## src/rtl/uct_pkg.sv

```systemverilog
// Types and codes shared by the unique color table modules.
`timescale 1ns / 1ps

package uct_pkg;

  // Operation carried by a request.
  typedef enum logic [1:0] {
    REQ_SEARCH = 2'd0,
    REQ_INSERT = 2'd1,
    REQ_REMOVE = 2'd2,
    REQ_CLEAR  = 2'd3
  } req_type_t;

  // Result status codes.
  typedef enum logic [2:0] {
    ST_OK        = 3'd0,
    ST_READ_ONLY = 3'd1,
    ST_PRESENT   = 3'd2,
    ST_FULL      = 3'd3,
    ST_BAD_INDEX = 3'd4,
    ST_NOT_FOUND = 3'd5
  } status_t;

  // Controller states.
  typedef enum logic [1:0] {
    S_IDLE,
    S_SCAN,
    S_RESP
  } state_t;

  typedef struct packed {
    req_type_t   req_type;
    logic [31:0] color;
    logic [7:0]  index;
  } in_item_t;

  typedef struct packed {
    status_t     status;
    logic [7:0]  found_index;
    logic [8:0]  entry_count;
  } out_item_t;

  // Per-cell write controls from the controller.
  typedef struct packed {
    logic load;
    logic shift;
  } cell_ctl_t;

endpackage

```

## src/rtl/uct_cell.sv

```systemverilog
// One table cell: holds an entry and passes the running match result to its neighbor.
`timescale 1ns / 1ps

module uct_cell import uct_pkg::*; #(
  parameter int IDX_W    = 8,
  parameter int CELL_IDX = 0
) (
  input  logic             clk,
  input  logic             rst_n,
  input  cell_ctl_t        ctl,
  input  logic [31:0]      key,
  input  logic [31:0]      next_color,
  input  logic             live,
  input  logic             hit_in,
  input  logic [IDX_W-1:0] idx_in,
  output logic             hit_out,
  output logic [IDX_W-1:0] idx_out,
  output logic [31:0]      color_out
);

  logic [31:0]      color_r;
  logic             hit_r;
  logic [IDX_W-1:0] idx_r;
  logic             match;

  assign match = live && (color_r == key);

  always_ff @(posedge clk) begin
    if (ctl.load) begin
      color_r <= key;
    end else if (ctl.shift) begin
      color_r <= next_color;
    end
  end

  // An earlier hit from upstream wins, so the lowest index survives.
  always_ff @(posedge clk) begin
    if (!rst_n) begin
      hit_r <= 1'b0;
    end else begin
      hit_r <= hit_in | match;
    end
    idx_r <= hit_in ? idx_in : IDX_W'(CELL_IDX);
  end

  assign hit_out   = hit_r;
  assign idx_out   = idx_r;
  assign color_out = color_r;

endmodule

```

## config.mk

```make
export PLATFORM = sky130hd
export DESIGN_NAME = uct_cell
export DESIGN_NICKNAME = d
export VERILOG_FILES = /design/src/rtl/uct_pkg.sv /design/src/rtl/uct_cell.sv
export SDC_FILE = /design/constraint.sdc
export NUM_CORES = 1
export LEC_CHECK = 0
export BUFFER_PORTS_ARGS = -buffer_cell sky130_fd_sc_hd__buf_2
export CAP_MARGIN = 20
export CORE_ASPECT_RATIO = 1.75
export CORE_MARGIN = 1
export CORE_UTILIZATION = 43
export DETAILED_ROUTE_END_ITERATION = 10
export PLACE_DENSITY = 0.88
export SLEW_MARGIN = 40
export SYNTH_ARGS = -nofsm -noshare
export SYNTH_HDL_FRONTEND = slang
export SYNTH_SLANG_ARGS = --single-unit
```

## constraint.sdc

```tcl
create_clock -name clk -period 2.2 [get_ports clk]
set_input_delay 0.33 -clock clk [delete_from_list [all_inputs] [get_ports clk]]
set_output_delay 0.33 -clock clk [all_outputs]
set_load 0.005 [all_outputs]
```

==> impl_metrics.csv <==
group,metric,value,unit
synthesis,netlist-cell-type-count,16,
synthesis,combinational_family_with_the_most_area_after_synthesis,"multiplexers",
cts,clk_transition_reported_paths,0.08,ns
synthesis,number_of_storage_elements_in_the_synthesis_netlist,41,
grt,number_of_antenna_violations_at_the_first_check_in_global_routing,0,
drt,post_route_drc_violation_count,0,
floorplanning,effective_utilization_at_floorplan,44.47,%
power,p_leak,0.001213,uW
synthesis,synth_compound_gate_area_share,0.6447,%
synthesis,most_common_cell_in_the_netlist,"edfxtp_1",
sta,finalHoldViolations,0,
place,portBuffers,118,
synthesis,synthesis.area_per_instance,14.81,um2
synthesis,synth_nets,209,
power,peakVddDrop,533.1,uV
sta,hold_slack,0.2395,ns
place,dpl.hpwl,3.380,mm
power,fin_total_pwr,1918,uW
sta,grt_setup_unrepaired,"false",
floorplanning,die-area,4796,um2
drt,dr.first_iter.drc_count,12,
cells_and_area,syn_to_final_growth,40.30,%
worst_setup_path,worstPathMaxFanout,2,
synthesis,post_synth_main_area_contributors,"edfxtp_1 50%, mux2_2 13%, dfxtp_1 9.3%",
place,gpl.final_weighted_congestion,0.8146,
cells_and_area,number_of_nets_in_the_layout,333,
synthesis,yosys.area_share.simple,6.576,%
floorplanning,die_w,52.78,um
grt,grt.total_usage,18.01,%
worst_setup_path,worst-setup-path-type,"flop to flop",
synthesis,post_synth_top_area_share,49.52,%
synthesis,synth_fa_ha_area_share,0,%
grt,first_pass_grt_wire_length,6.223,mm
synthesis,synth.yosys.seq_area_share,58.80,%
drt,wirelength,4.181,mm
synthesis,synth_enable_flop_cells,32,
synthesis,synth_top_flop_cell,"edfxtp_1",
floorplanning,design.core.area,4364,um2
grt,grt_max_degree,22,
cts,ctsLongestPathBuffers,2,
cts,cts_tree,"yes",
drt,drtPass1Iterations,4,
cells_and_area,finalCoreUtilization,62.39,%
cts,ctsHoldBuffers,0,
worst_setup_path,cp_slowest_cell,"or4_1",
worst_setup_path,critical_path.cell_chain,"xnor2_1 > nand4_1 > or4_1 > o31ai_2",
cells_and_area,fillers,374,
worst_setup_path,setup.worst_path.end_class,"flop",
worst_setup_path,timing.critical_path.slowest_cell_delay,0.54,ns
sta,setup_viol,0,
drt,num_vias,1476,
power,p_per_area,704.5,nW/um2
worst_setup_path,r2r_start,"color_out[19]",
status,status,"complete, no violations",
synthesis,yosys.area_share.xor_xnor,14.44,%
cts,cts-resized-gates,0,
worst_setup_path,crit_path_start_kind,"flop",
grt,grt_overflow_total,0,
drt,ant_nets,0,
worst_setup_path,worst_setup_path_startpoint,"color_out[19]",
worst_setup_path,worstPathBufferInverterCount,0,
synthesis,yosys_warnings,0,
cts,worst_skew_pair.late_latency,0.29,ns
grt,vias_in_the_first_global_route,1468,
synthesis,yosys.area.top_type,"edfxtp_1",
drt,drt_wl_cell,13.62,um
synthesis,async_flop_share,0,%
cts,cts_buffers,5,
worst_hold_path,hold_class,"input port to flop",
worst_setup_path,endpoint,"hit_out",
sta,clock.fmax,674.6,MHz
cts,clock_tree.root_cell,"clkbuf_8",
worst_setup_path,worstSetupPathDepth,4,
cts,clock_sinks,41,
cts,htree_num_levels,2,
worst_setup_path,reg2reg_to,"hit_out",
floorplanning,num_rows,32,
cells_and_area,diode_count,0,
worst_setup_path,crit_family,"simple AND/OR/NAND/NOR gates",
floorplanning,overall_die_height,90.87,um
synthesis,netlist_instances,131,
sta,worst_slew_pin_slew,0.3336,ns
cts,cts.repair_timing.setup_buffer_count,0,
sta,slew_limit_headroom,77.56,%
cells_and_area,layout-drive-gt1-share,59.77,%
run,maxCapViolCount,0,
worst_setup_path,reg2reg_depth,4,
synthesis,synth_commonest_cells,"32 x edfxtp_1, 23 x mux2_2, 16 x xnor2_1, 16 x xor2_1",
floorplanning,num_io_pins,119,
sta,post-route-period-util,67.38,%
sta,tns,0,ns
sta,min_period,1.482,ns
synthesis,synth.cell_area,1941,um2
worst_setup_path,worstPathRequired,2.41,ns
sta,clock_skew,0.001910,ns
drt,viasPerCell,4.808,
worst_setup_path,worstPathArrival,1.70,ns
worst_setup_path,r2r_slack,0.72,ns
sta,final-max-slew-violation-count,0,
synthesis,synth.mux.area_fraction,18.57,%
[state kept, by name, summed over array words and instances, names as in the netlist]
| name | flops |
|---|---|
| idx_out | 8 |
| hit_out | 1 |
| color_out | 32 |
[how the worst min path moves through the flow]
stage                   start         end  slack (ns)  depth (start not counted)
finish              idx_in[1]  idx_out[1]        0.24                          2
global route        idx_in[5]  idx_out[5]        0.23                          2
CTS                 idx_in[1]  idx_out[1]        0.23                          2
detailed placement  idx_in[1]  idx_out[1]        0.54                          2
global placement    idx_in[2]  idx_out[2]        0.54                          2
floorplan              hit_in     hit_out        0.45                          2
[power by group]
part	internal, uW	switching [uW]	total, uW
registers	923	45.1	968
clock network	360	268	627
logic	192	131	323
[layout make-up]
class | instances | area [um2] | share of cell area (%)
flip-flops and latches | 41 | 1141 | 41.91
multi-input cells | 86 | 780.7 | 28.68
repair buffers | 121 | 613.1 | 22.52
clock buffers | 7 | 118.9 | 4.366
well taps | 51 | 63.81 | 2.344
clock inverters | 1 | 5.005 | 0.1838
[layout by cell type (no fill, tap or decap)]
cell type / count
nand3_1: 2
xnor2_1: 16
edfxtp_1: 32
clkinv_2: 1
o31ai_2: 1
buf_4: 3
or4_1: 1
buf_2: 118
nand4_1: 4
or2_1: 1
mux2_1: 9
dfxtp_1: 9
nor4_1: 4
and2_1: 8
clkbuf_16: 2
clkbuf_8: 5
mux2_2: 23
nand2_1: 1
xor2_1: 16
[cell families (layout without fill, tap and decap cells)]
| logic type | count (synthesis) | after routing |
|---|---|---|
| mux | 32 | 32 |
| buf+inv | 4 | 129 |
| compound gates | 1 | 1 |
| flops | 41 | 41 |
| simple gates | 21 | 21 |
| xor+xnor | 32 | 32 |
[routing by layer]
metal	wire (um)	global-route usage, %
met2	2426	33.33
met4	92	7.675
met1	1451	17.54
met3	211	4.545
met5	0	0
[through the flow]
stage / instance area, um2 / worst slack (ns) / std cells
after detailed placement: 2599 / 0.5923 / 299
final: 2723 / 0.7175 / 307
after global placement: 2599 / 0.6269 / 299
after global routing: 2723 / 0.6022 / 307
after floorplan: 1941 / 0.2721 / 131
after CTS: 2723 / 0.7083 / 307
Power figures use the tool's default switching activity.
